<file path="src/rtl/assert_macros.svh">
// Assertion macros for the RTL of the gradient position block, included by its top file.
`ifndef ASSERT_MACROS_SVH
`define ASSERT_MACROS_SVH
`ifndef SYNTHESIS
// Clocked check, held off while reset is asserted.
`define ASSERT_CLK(lbl, clk, rst_n, prop) \
  lbl: assert property (@(posedge clk) disable iff (!rst_n) (prop)) \
    else $error("gradient position check failed");
// Clocked check that also runs during reset.
`define ASSERT_NORST(lbl, clk, prop) \
  lbl: assert property (@(posedge clk) (prop)) \
    else $error("gradient position reset check failed");
`else
`define ASSERT_CLK(lbl, clk, rst_n, prop)
`define ASSERT_NORST(lbl, clk, prop)
`endif
`endif

</file>
<file path="src/rtl/gpp_pkg.sv">
// Shared widths, constants, types and helpers of the gradient position pipeline.
package gpp_pkg;

  localparam int COORD_FRAC_BITS = 4;
  localparam int POS_BITS        = 16;
  localparam int ANGLE_STAGES    = 16;

  localparam int CFG_W  = 20;
  localparam int PIX_W  = 16;
  localparam int CFG_AW = 5;

  // register indexes; the byte address is four times the index
  typedef enum logic [CFG_AW-3:0] {
    REG_START_X, REG_START_Y, REG_END_X, REG_END_Y,
    REG_SHAPE, REG_SPREAD, REG_REVERSE
  } reg_t;

  // shape codes; the two unused codes give a zero position
  typedef enum logic [2:0] {
    SHAPE_LINEAR, SHAPE_BILINEAR, SHAPE_RADIAL, SHAPE_SQUARE,
    SHAPE_CONICAL, SHAPE_CONICAL_SYM, SHAPE_UNUSED6, SHAPE_UNUSED7
  } shape_t;

  // spread codes; the unused code falls to clamp
  typedef enum logic [1:0] {
    SPREAD_CLAMP, SPREAD_REPEAT, SPREAD_MIRROR, SPREAD_UNUSED3
  } spread_t;

  // offset from the start point and vector length, signed
  localparam int PW = ((PIX_W + COORD_FRAC_BITS) > CFG_W ?
                       (PIX_W + COORD_FRAC_BITS) : CFG_W) + 1;
  localparam int NW = 2 * PW;
  localparam int QW = NW + 2 * POS_BITS;
  localparam int SQ = QW / 2;

  localparam int CORDIC_SHIFT = 30;
  localparam int CXW          = PW + CORDIC_SHIFT + 2;
  localparam int TABLE_LEN    = 24;
  localparam int SHW          = $clog2(TABLE_LEN);

  // depth of the delay line that lines the conical result up with the root
  localparam int CON_DLY = QW + SQ + 1 - ANGLE_STAGES;

  typedef logic [31:0] turn_t;

  localparam turn_t HALF_TURN = 32'h8000_0000;

  localparam turn_t ATAN_TURNS [TABLE_LEN] = '{
    32'd536870912, 32'd316933406, 32'd167458907, 32'd85004756, 32'd42667331,
    32'd21354465, 32'd10679838, 32'd5340245, 32'd2670163, 32'd1335087,
    32'd667544, 32'd333772, 32'd166886, 32'd83443, 32'd41722, 32'd20861,
    32'd10430, 32'd5215, 32'd2608, 32'd1304, 32'd652, 32'd326, 32'd163, 32'd81
  };

  typedef struct packed {
    logic          valid;
    logic [NW-1:0] rem;
    logic [QW-1:0] dq;
    logic [NW-1:0] den;
  } div_t;

  typedef struct packed {
    logic          valid;
    logic [QW-1:0] x;
    logic [SQ-1:0] root;
    logic [SQ+1:0] rem;
  } sqrt_t;

  typedef struct packed {
    logic signed [CXW-1:0] x;
    logic signed [CXW-1:0] y;
    turn_t                 z;
  } rot_t;

  // position reduced to what the spread stage looks at
  typedef struct packed {
    logic                ge_one;
    logic                nz;
    logic [POS_BITS:0]   low;
  } pos_t;

  function automatic pos_t to_pos(input logic [QW-1:0] v);
    pos_t p;
    p.ge_one = |(v >> POS_BITS);
    p.nz     = |v;
    p.low    = v[POS_BITS:0];
    return p;
  endfunction

endpackage

</file>
<file path="src/rtl/gpp_div_cell.sv">
// One restoring division step: shift in a dividend bit, subtract when it fits.
module gpp_div_cell import gpp_pkg::*; (
  input  logic clk,
  input  logic rst_n,
  input  logic en,
  input  div_t in_d,
  output div_t out_d
);

  div_t        out_r, out_nxt;
  logic [NW:0] trial;
  logic        ge;

  always_comb begin
    trial         = {in_d.rem, in_d.dq[QW-1]};
    ge            = trial >= {1'b0, in_d.den};
    out_nxt.valid = in_d.valid;
    out_nxt.den   = in_d.den;
    out_nxt.dq    = {in_d.dq[QW-2:0], ge};
    out_nxt.rem   = ge ? NW'(trial - {1'b0, in_d.den}) : trial[NW-1:0];
  end

  always_ff @(posedge clk) begin
    if (en) begin
      out_r <= out_nxt;
    end
    if (!rst_n) begin
      out_r.valid <= 1'b0;
    end
  end

  assign out_d = out_r;

endmodule

</file>
<file path="config.mk">
export PLATFORM = sky130hd
export DESIGN_NAME = gpp_div_cell
export DESIGN_NICKNAME = d
export VERILOG_FILES = /design/src/rtl/assert_macros.svh /design/src/rtl/gpp_pkg.sv /design/src/rtl/gpp_div_cell.sv
export SDC_FILE = /design/constraint.sdc
export NUM_CORES = 1
export LEC_CHECK = 0
export BUFFER_PORTS_ARGS = -buffer_cell sky130_fd_sc_hd__buf_2
export CORE_MARGIN = 10
export CORE_UTILIZATION = 44
export DETAILED_ROUTE_END_ITERATION = 10
export GPL_TIMING_DRIVEN = 0
export HOLD_SLACK_MARGIN = 0.02
export MAX_ROUTING_LAYER = met4
export PLACE_DENSITY = 0.77
export SYNTH_ARGS = -nofsm -noshare
export SYNTH_HDL_FRONTEND = slang
export SYNTH_SLANG_ARGS = --single-unit
</file>
<file path="constraint.sdc">
create_clock -name clk -period 3.1 [get_ports clk]
set_clock_uncertainty 0.2 [all_clocks]
set_input_delay 0.62 -clock clk [delete_from_list [all_inputs] [get_ports clk]]
set_output_delay 0.62 -clock clk [all_outputs]
set_load 0.005 [all_outputs]
</file>
=== Yosys cells after proc, flatten, opt, wreduce, memory -nomap -nowiden ===
Cells that the tools add are included.

* Register bits after elaboration: 159
* Input port bits: 162
* Output and inout port bits: 159
* Word-level logic and storage cells: 7

* Add/sub/neg operators: 1
* Magnitude comparators: 1
* Multiplexer cells: 1

{| class="wikitable"
|+ Operators with widths
! cell !! number
|-
| >= comparator 43 x 42 -> 1 bit || 1
|-
| two-way mux 42 bit || 1
|-
| subtractor 42 bit || 1
|}

=== Depth between registers and ports, before layout ===
Gate-level depths: netlist of run 1.

* Word-level depth: 2
* Depth in mapped cells: 14
* Gate-level depth less buffers: 13

=== Least setup slack after synthesis of run 1 ===
No wires, ideal clock.

* Path type: input to register
* Start point: input in_d[115] (netlist name)
* End point: register out_r (netlist bit out_d[154]), data pin
* Setup time: 0.261 ns
* Arrival: 2.954 ns
* Data required time: 2.639 ns
* Slack: -0.315 ns
* Cell stages on the path: 13
* Path buffers: 0
* Path through: inv_1 -> ha_1 -> inv_1 -> fa_1 -> a211oi_1 -> o21ai_0 -> nand2_1 -> o221ai_2 -> a2111oi_2 -> o31ai_1 -> a211oi_2 -> xor2_1 -> o21ai_0

{| class="wikitable"
|+ RTL lines
! item !! line !! text
|-
| from (decl) || gpp_div_cell.sv:6 || <nowiki>input div_t in_d,</nowiki>
|-
| to (signal assigned) || gpp_div_cell.sv:25 || <nowiki>out_r <= out_nxt;</nowiki>
|-
| to (decl) || gpp_div_cell.sv:10 || <nowiki>div_t out_r, out_nxt;</nowiki>
|}

==> impl_metrics.yaml, run 1 <==
status:
  status: "finished, final reports clean"
global_route:
  antenna_found_initial: 6
  grt_pass1_vias: 6272
  grt_overflow: 0
  gr-usage-all-layers_pct: 20.2
  grt_pass1_wl_mm: 35.8
  grt_max_degree: 109
timing:
  worst_pin_slew_ps: 755
  rsz0062_at_grt: "yes"
  tns_ps: 0
  max-slew-margin-rel_pct: 49.2
  max_freq_mhz: 328
  setup_viol: 0
  maxSlewViolCount: 0
  finalHoldViolations: 0
  layout_min_cycle_time_ps: 3040
  setup_slack_ps: 55.1
  finalCritPeriodShare_pct: 98.2
logic_synthesis:
  synth_seq_area_share_pct: 61.7
  synth_edf_count: 158
  avgSynthCellArea_um2: 12.2
  netlist_area_um2: 7720
  syn-num-nets: 838
  ys_ff_latch: 159
  synth_ff_type: "edfxtp_1"
  synthArstFlopShare_pct: 0
  yosysUniqueCellTypes: 50
  syn_inst: 633
  yosys_warnings: 0
critical_path:
  cpPeakStageDelay_ps: 440
  startpoint_type: "input pin"
  worst_setup_path_end_kind: "flip-flop"
  cp.depth: 14
  path_delay_family: "compound AO/OA/AOI/OAI gates"
  r2r_start: "out_d[158]"
  rr_endpoint: "out_d[158]"
  worstPathArrival_ps: 3010
  reg2regPathDepth: 2
  path_cells: "buf_6 -> inv_4 -> ha_4 -> inv_2 -> fa_2 -> a211oi_2 -> o21ai_2 -> nand2_2 -> o221ai_4 -> a2111oi_4 -> nor3_4 -> a21oi_1 -> xor2_1 -> o21ai_0"
  path_max_fanout: 5
  critPathLaunch: "in_d[115]"
  critPathCapture: "out_d[152]"
  crit_buf_inv: 3
  rrSetupSlack_ps: 2310
  worst-setup-path-type: "input pin to flip-flop"
  required_ps: 3070
  cp_slowest_cell: "a2111oi_4"
place:
  gp_congestion: 0.854
  dp_slack_ps: -570
  port_buffers: 320
  dp_hpwl_mm: 19.5
floorplan:
  fp-row-count: 48
  ioPinCount: 321
  die-area_um2: 23200
  core-area_um2: 17200
  dieHeight_um: 152
  start_util_pct: 44.8
  die_w_um: 152
flow_run:
  drv_cap: 0
detailed_routing:
  vias_per_cell: 5.10
  dr.pass1.iters: 5
  first_iter_violations: 362
  antenna_left: 0
  post_drt_wl_per_cell_um: 19.9
  drc: 0
  vias: 6243
  drt-total-wl_mm: 24.4
cts:
  cts_tree: "yes"
  insertion_delay_ps: 420
  clock-sinks: 159
  clkTransAtPathRegs_ps: 70
  clock_path_buffers: 2
  cts_hold_buf: 0
  h-tree-depth: 4
  numCtsBuffers: 17
  cts_root_buf: "clkbuf_16"
cells_and_area:
  nNetsFinal: 1185
  syn_to_final_growth_pct: 36.9
  drive_above_1_share_pct: 42.7
  largest_reg_flops: 159
power_and_ir_drop:
  p_leak_nw: 4.64
  ir_worst_vdd_mv: 0.369
  finalPower_mw: 5.84
  powerDensity_nw_per_um2: 553
worst_hold_path:
  hold_class: "input pin to flip-flop"
-- synth_stat cells, drive strengths merged (13+ instances only) --
cell type	count	area, µm²
a21o	21	158
inv	53	199
a21oi	50	250
nand4	13	81.3
ha	42	526
nor2	24	90.1
o21ai	62	310
xor2	23	201
xnor2	16	140
buf	13	71.3
nand2	69	259
edfxtp	158	4740
-- area by class of cell --
| cell class | count | area, µm² |
|---|---|---|
| antenna | 6 | 15.0 |
| clock buffer | 18 | 429 |
| tap | 225 | 282 |
| sequential | 159 | 4760 |
| timing repair buffer | 331 | 1720 |
| fill | 1402 | 6670 |
| inverter | 53 | 201 |
| multi-input combinational | 400 | 2900 |
| clock inverter | 14 | 130 |
| buffer | 18 | 124 |
-- stage by stage --
step	util, %	instance area, µm²	cells	hold WS, ps
2_1_floorplan	-	7840	633	307
3_3_place_gp	56.4	9720	1178	296
3_5_place_dp	56.6	9760	1179	302
4_1_cts	60.1	10400	1211	153
5_1_grt	61.3	10600	1224	147
6_report	61.3	10600	1224	170
-- worst reg2reg max path, stage by stage (launching register included) --
cell	delay (ps)
dfxtp_1	310
mux2i_1	120
nor2b_1	60
-- worst min path at each step --
stage                     startpoint    endpoint  depth (start not counted)
after CTS                   in_d[57]   out_d[58]                          1
after detailed placement  out_d[158]  out_d[158]                          2
after global routing        in_d[50]   out_d[51]                          1
after floorplan           out_d[158]  out_d[158]                          2
final                       in_d[73]   out_d[74]                          1
after global placement    out_d[158]  out_d[158]                          2
-- report_power, final --
part / internal, mW / total (mW) / leakage [nW] / switching (mW)
clock network: 1.05 / 1.98 / 0.264 / 0.927
registers: 2.62 / 2.67 / 1.55 / 0.0491
logic: 0.524 / 1.19 / 2.82 / 0.664
-- cell usage in the layout, fill, tap and decap left out, types with 3 or more instances in the layout --
cell type,count
a211oi_2,3
a21o_1,21
a21oi_1,48
a31oi_1,5
and2_1,3
and3_1,3
buf_2,321
buf_4,13
buf_6,6
clkbuf_1,5
clkbuf_16,17
clkbuf_4,4
clkinv_4,3
clkinvlp_4,3
diode_2,6
edfxtp_1,158
ha_1,34
ha_2,5
ha_4,3
inv_1,49
inv_2,3
inv_6,5
nand2_1,68
nand2b_1,3
nand4_1,13
nor2_1,23
nor2b_1,8
nor3_1,4
o211ai_1,5
o21ai_0,54
o21ai_1,4
o21ai_2,3
o21bai_1,7
or2_2,4
xnor2_1,16
xor2_1,23
-- cells by family after synthesis --
logic type | after synthesis | share of synthesized area (%)
compound gates | 173 | 14.0
fa+ha+maj | 43 | 7.07
flops | 159 | 61.7
xor+xnor | 39 | 4.43
simple gates | 143 | 8.58
mux | 2 | 0.276
buf+inv | 74 | 3.89
-- repair_timing --
action	4_1_cts	5_1_grt
pin swaps	5	15
endpoints found under the hold margin	0	0
endpoints found under the setup margin	8	41
resized for setup	9	36
setup buffers	2	8
-- routing by layer --
layer | global-route usage, % | up-vias | share of wire [%]
met5 | - | - | 0
met4 | 5.45 | 0 | 1.6
met3 | 6.66 | 25 | 7.9
met2 | 34.6 | 255 | 51
met1 | 22.1 | 2932 | 40
li1 | - | 3031 | -
No activity file was read; power rests on OpenSTA's default activity.
==> run 2, diff against run 1 <==
Settings changed: BUFFER_PORTS_ARGS -buffer_cell sky130_fd_sc_hd__buf_2 to unset, CORE_UTILIZATION 44 to 57, DONT_BUFFER_PORTS set to 1, PLACE_DENSITY 0.77 to 0.75.
==> run 2 against run 1 <==
Effect of this change:
- via count decreased by 19%
- flip-flop and latch count unchanged
- wire length decreased by 8.8%
- die area decreased by 20%
- count of clock-buffer cells in the layout decreased by 1
- combinational power decreased by 40%
- register-to-register slack got worse by 120 ps
- sequential share of layout area increased by 9.2 points
- maximum frequency increased by 1.0%
- critical path type unchanged
==> impl_metrics.yaml, run 2 (synthesis gave the netlist of run 1 again) <==
power_and_ir_drop:
  ir_worst_vdd_mv: 0.345
  finalPower_mw: 5.70
  powerDensity_nw_per_um2: 650
  power.internal_mw: 4.23
  combPwrFrac_pct: 12.5
  clockPowerShare_pct: 38.5
  p_leak_nw: 3.36
  switching_power_mw: 1.47
  power.share.switching_pct: 25.8
  p_seq_share_pct: 49.0
cells_and_area:
  fin_util_pct: 66.2
  drive_above_1_share_pct: 12.8
  nNetsFinal: 858
  insertedDiodeCount: 0
  postLayoutCellArea_um2: 8770
  syn_to_final_growth_pct: 13.7
  layout.cells.most_common: "edfxtp_1"
  fin_cells: 842
  largest_reg_flops: 159
  fillers: 1003
  final_cell_mix: "edfxtp_1 (158), nand2_1 (68), o21ai_0 (55), inv_1 (51), a21oi_1 (48)"
place:
  gp_congestion: 0.888
  dp_cells: 809
  dp_slack_ps: -425
  placed_area_um2: 8060
  dp_hpwl_mm: 17.2
  port_buffers: 0
critical_path:
  startpoint_type: "input pin"
  worst-setup-path-type: "input pin to flip-flop"
  path_max_fanout: 5
  rrSetupSlack_ps: 2190
  worstPathArrival_ps: 3040
  worst_setup_path_end_kind: "flip-flop"
  required_ps: 3120
detailed_routing:
  drt-total-wl_mm: 22.2
  drc: 0
  vias_per_cell: 5.99
  post_drt_wl_per_cell_um: 26.4
  vias: 5047
  first_iter_violations: 326
  antenna_left: 0
  dr.pass1.iters: 5
floorplan:
  die-area_um2: 18600
  start_util_pct: 58.3
  fp-row-count: 42
  dieHeight_um: 136
  ioPinCount: 321
  die_w_um: 136
  core-area_um2: 13200
global_route:
  gr-usage-all-layers_pct: 23.7
  grt_max_degree: 160
  grt_pass1_wl_mm: 31.6
  grt_overflow: 0
  met3_usage_pct: 11.0
  grt_busiest_layer: "met2"
  antenna_found_initial: 0
  met2_usage_pct: 39.2
  grt_pass1_vias: 4931
  grt_use_met1_pct: 25.1
timing:
  finalHoldViolations: 0
  setup_viol: 0
  tns_ps: 0
  max_freq_mhz: 332
  max-slew-margin-rel_pct: 52.2
  layout_min_cycle_time_ps: 3010
  finalCritPeriodShare_pct: 97.2
  worst_pin_slew_ps: 710
  fin_hold_ws_ps: 81.8
  setup_slack_ps: 86.1
  maxSlewViolCount: 0
cts:
  cts_root_buf: "clkbuf_16"
  h-tree-depth: 4
  insertion_delay_ps: 420
  clkTransAtPathRegs_ps: 70
  clock-sinks: 159
  cts_hold_buf: 0
  clock_path_buffers: 2
  numCtsBuffers: 17
  cts_tree: "yes"
status:
  status: "finished, final reports clean"
worst_hold_path:
  hold_class: "input pin to flip-flop"
flow_run:
  drv_cap: 0
## run 2: changes by cell type in the layout (fill, tap and decap cells not counted), moves of 3 or more
cell | previous run | this run
buf_2 | 321 | 9
buf_4 | 13 | 3
diode_2 | 6 | 0
ha_1 | 34 | 39
ha_2 | 5 | 1
buf_6 | 6 | 3
bufinv_16 | 0 | 3
## run 2: routing by layer
| metal | routed length [µm] | part of all wire (%) |
|---|---|---|
| met3 | 2620 | 12 |
| met1 | 7970 | 36 |
| met4 | 274 | 1.2 |
| met5 | 0 | 0 |
| met2 | 11400 | 51 |
## run 2: worst paths after layout
kind / startpoint / end / depth (start not counted)
max reg2reg: out_d[158] / out_d[158] / 2
min reg2reg: out_d[158] / out_d[158] / 2
max: in_d[115] / out_d[156] / 12
min: in_d[33] / out_d[33] / 0
## run 2: timing repair
| action | CTS | global route |
|---|---|---|
| setup endpoints to repair | 1 | 11 |
| resized for setup | 2 | 12 |
| setup buffers | 0 | 3 |
| pin swaps | 1 | 0 |
## run 2: worst max-delay path, stage by stage
cell	delay, ps
inv_1	40
ha_2	170
inv_1	50
fa_2	370
a211oi_2	250
o21ai_2	120
nand2_2	130
o221ai_4	170
a2111oi_4	400
nor3_4	130
nor4b_1	180
o41ai_2	410
## run 2: area by class of cell
cell class | instances | area, µm² | share of cell area, %
Buffer | 19 | 114 | 1.30
Clock buffer | 17 | 425 | 4.85
Clock inverter | 15 | 206 | 2.35
Inverter | 53 | 199 | 2.27
Multi-Input combinational cell | 400 | 2820 | 32.1
Sequential cell | 159 | 4760 | 54.3
Tap cell | 176 | 220 | 2.51
Timing Repair Buffer | 3 | 22.5 | 0.257
## run 2: power by group through the flow
stage	sequential, mW	combinational (mW)	clock, mW
final	2.79	0.710	2.20
after global routing	2.82	0.793	2.32
after CTS	2.81	0.680	2.24
after detailed placement	2.85	0.673	0
after global placement	2.84	0.658	0
after floorplan	2.76	0.543	0
==> run 3, diff against run 2 <==
Settings changed: ABC_AREA set to 0, CORE_ASPECT_RATIO set to 2, REMOVE_ABC_BUFFERS set to 1.
==> run 3 against run 2 <==
Effect of this change:
- setup slack lost 66 ps
- non-clock buffer count shrank 1
- flip-flop and latch count is the same
- critical path type unchanged
- highest routed layer unchanged
==> impl_metrics.yaml, run 3 (synthesis gave the netlist of run 1 again) <==
cells_and_area:
  syn_to_final_growth_pct: 15.3
  final_cell_mix: "edfxtp_1 (158), nand2_1 (67), o21ai_0 (55), inv_1 (50), a21oi_1 (46)"
  fin_cells: 823
  nNetsFinal: 858
  postLayoutCellArea_um2: 8900
  fin_util_pct: 66.6
  layout.cells.most_common: "edfxtp_1"
  drive_above_1_share_pct: 16.2
  largest_reg_flops: 159
power_and_ir_drop:
  switching_power_mw: 1.54
  clockPowerShare_pct: 36.3
  p_seq_share_pct: 49.7
  p_leak_nw: 3.36
  combPwrFrac_pct: 14.0
  ir_worst_vdd_mv: 0.454
  power.share.switching_pct: 27.5
  power.internal_mw: 4.05
  powerDensity_nw_per_um2: 628
place:
  dp_cells: 769
  dp_hpwl_mm: 17.2
  gp_congestion: 0.890
  port_buffers: 0
  placed_area_um2: 7870
cts:
  cts_root_buf: "clkbuf_16"
  clkTransAtPathRegs_ps: 70
  clock_path_buffers: 2
  numCtsBuffers: 17
  insertion_delay_ps: 410
  cts_tree: "yes"
  h-tree-depth: 4
  cts_hold_buf: 0
  clock-sinks: 159
floorplan:
  die-area_um2: 18900
  core-area_um2: 13400
  ioPinCount: 321
  dieHeight_um: 185
  fp-row-count: 60
  die_w_um: 102
  start_util_pct: 57.8
worst_hold_path:
  hold_class: "input pin to flip-flop"
detailed_routing:
  antenna_left: 0
  vias: 5168
  post_drt_wl_per_cell_um: 27.5
  drt-total-wl_mm: 22.7
  vias_per_cell: 6.28
  first_iter_violations: 291
  drc: 0
  dr.pass1.iters: 5
critical_path:
  rrSetupSlack_ps: 2270
  startpoint_type: "input pin"
  worst_setup_path_end_kind: "flip-flop"
  worst-setup-path-type: "input pin to flip-flop"
  path_max_fanout: 15
  worstPathArrival_ps: 3050
  required_ps: 3070
timing:
  max_freq_mhz: 325
  finalHoldViolations: 0
  worst_pin_slew_ps: 717
  max-slew-margin-rel_pct: 52.2
  setup_viol: 0
  maxSlewViolCount: 0
  finalCritPeriodShare_pct: 99.4
  layout_min_cycle_time_ps: 3080
global_route:
  grt_max_degree: 160
  antenna_found_initial: 1
  grt_pass1_vias: 5113
  gr-usage-all-layers_pct: 22.9
  grt_pass1_wl_mm: 30.9
  grt_overflow: 0
flow_run:
  drv_cap: 0
status:
  status: "finished, final reports clean"
## run 3: cell count changes in the layout (fill, tap and decap cells not counted), sizes merged
cell and change:
a41oi +1, buf +5, bufinv -3, clkbuf -6
clkinv +3, clkinvlp -2, diode +2, inv +2
## run 3: final cells by class
class                   instances  area [µm²]
repair buffers                 21         219
inverters                      53         214
multi-input cells             401        2910
clock inverters                15         164
clock buffers                  17         425
diodes                          2        5.00
well taps                     155         194
flip-flops and latches        159        4760
fillers                      1004        4470
## run 3: final timing paths
path / cells after the start / to / startpoint
worst max-delay path: 12 / out_d[117] / in_d[35]
worst max register to register: 2 / out_d[158] / out_d[158]
worst min-delay path: 0 / out_d[25] / in_d[25]
worst min register to register: 2 / out_d[158] / out_d[158]
## run 3: stage by stage
stage	total power, mW	setup TNS, ps	hold slack (ps)	worst slack, ps
3_3_place_gp	3.46	-67090	342	-1710
3_5_place_dp	3.49	-35170	368	-1050
2_1_floorplan	3.26	-34000	307	-921
4_1_cts	5.55	-1.25	76.9	-1.25
5_1_grt	5.82	-34.6	70.8	-15.6
6_report	5.59	0	89.5	19.6
## run 3: critical path, cell delays in order
cell	delay, ps
inv_1	20
ha_1	350
nand2_2	150
nor2_1	90
and3_2	300
o21ai_0	110
o211ai_1	130
a211o_1	400
a41oi_4	220
buf_6	180
buf_16	150
mux2_1	320
## run 3: repair_timing
item	CTS	global route
setup endpoints to repair	43	36
setup buffers	4	14
resized for setup	21	43
pin swaps	9	17
gates cloned	1	1
## run 3: routing by layer
| metal | wire, µm | global-route usage (%) |
|---|---|---|
| met1 | 6700 | 18.1 |
| met2 | 13300 | 45.3 |
| met3 | 2080 | 8.14 |
| met4 | 607 | 7.21 |
| met5 | 0 | - |
## run 3: power by group through the flow
stage	registers, mW	clock network (mW)	logic, mW
final	2.78	2.03	0.785
after CTS	2.79	2.06	0.701
after detailed placement	2.83	0	0.657
after floorplan	2.76	0	0.499
after global placement	2.83	0	0.632
after global routing	2.79	2.16	0.862
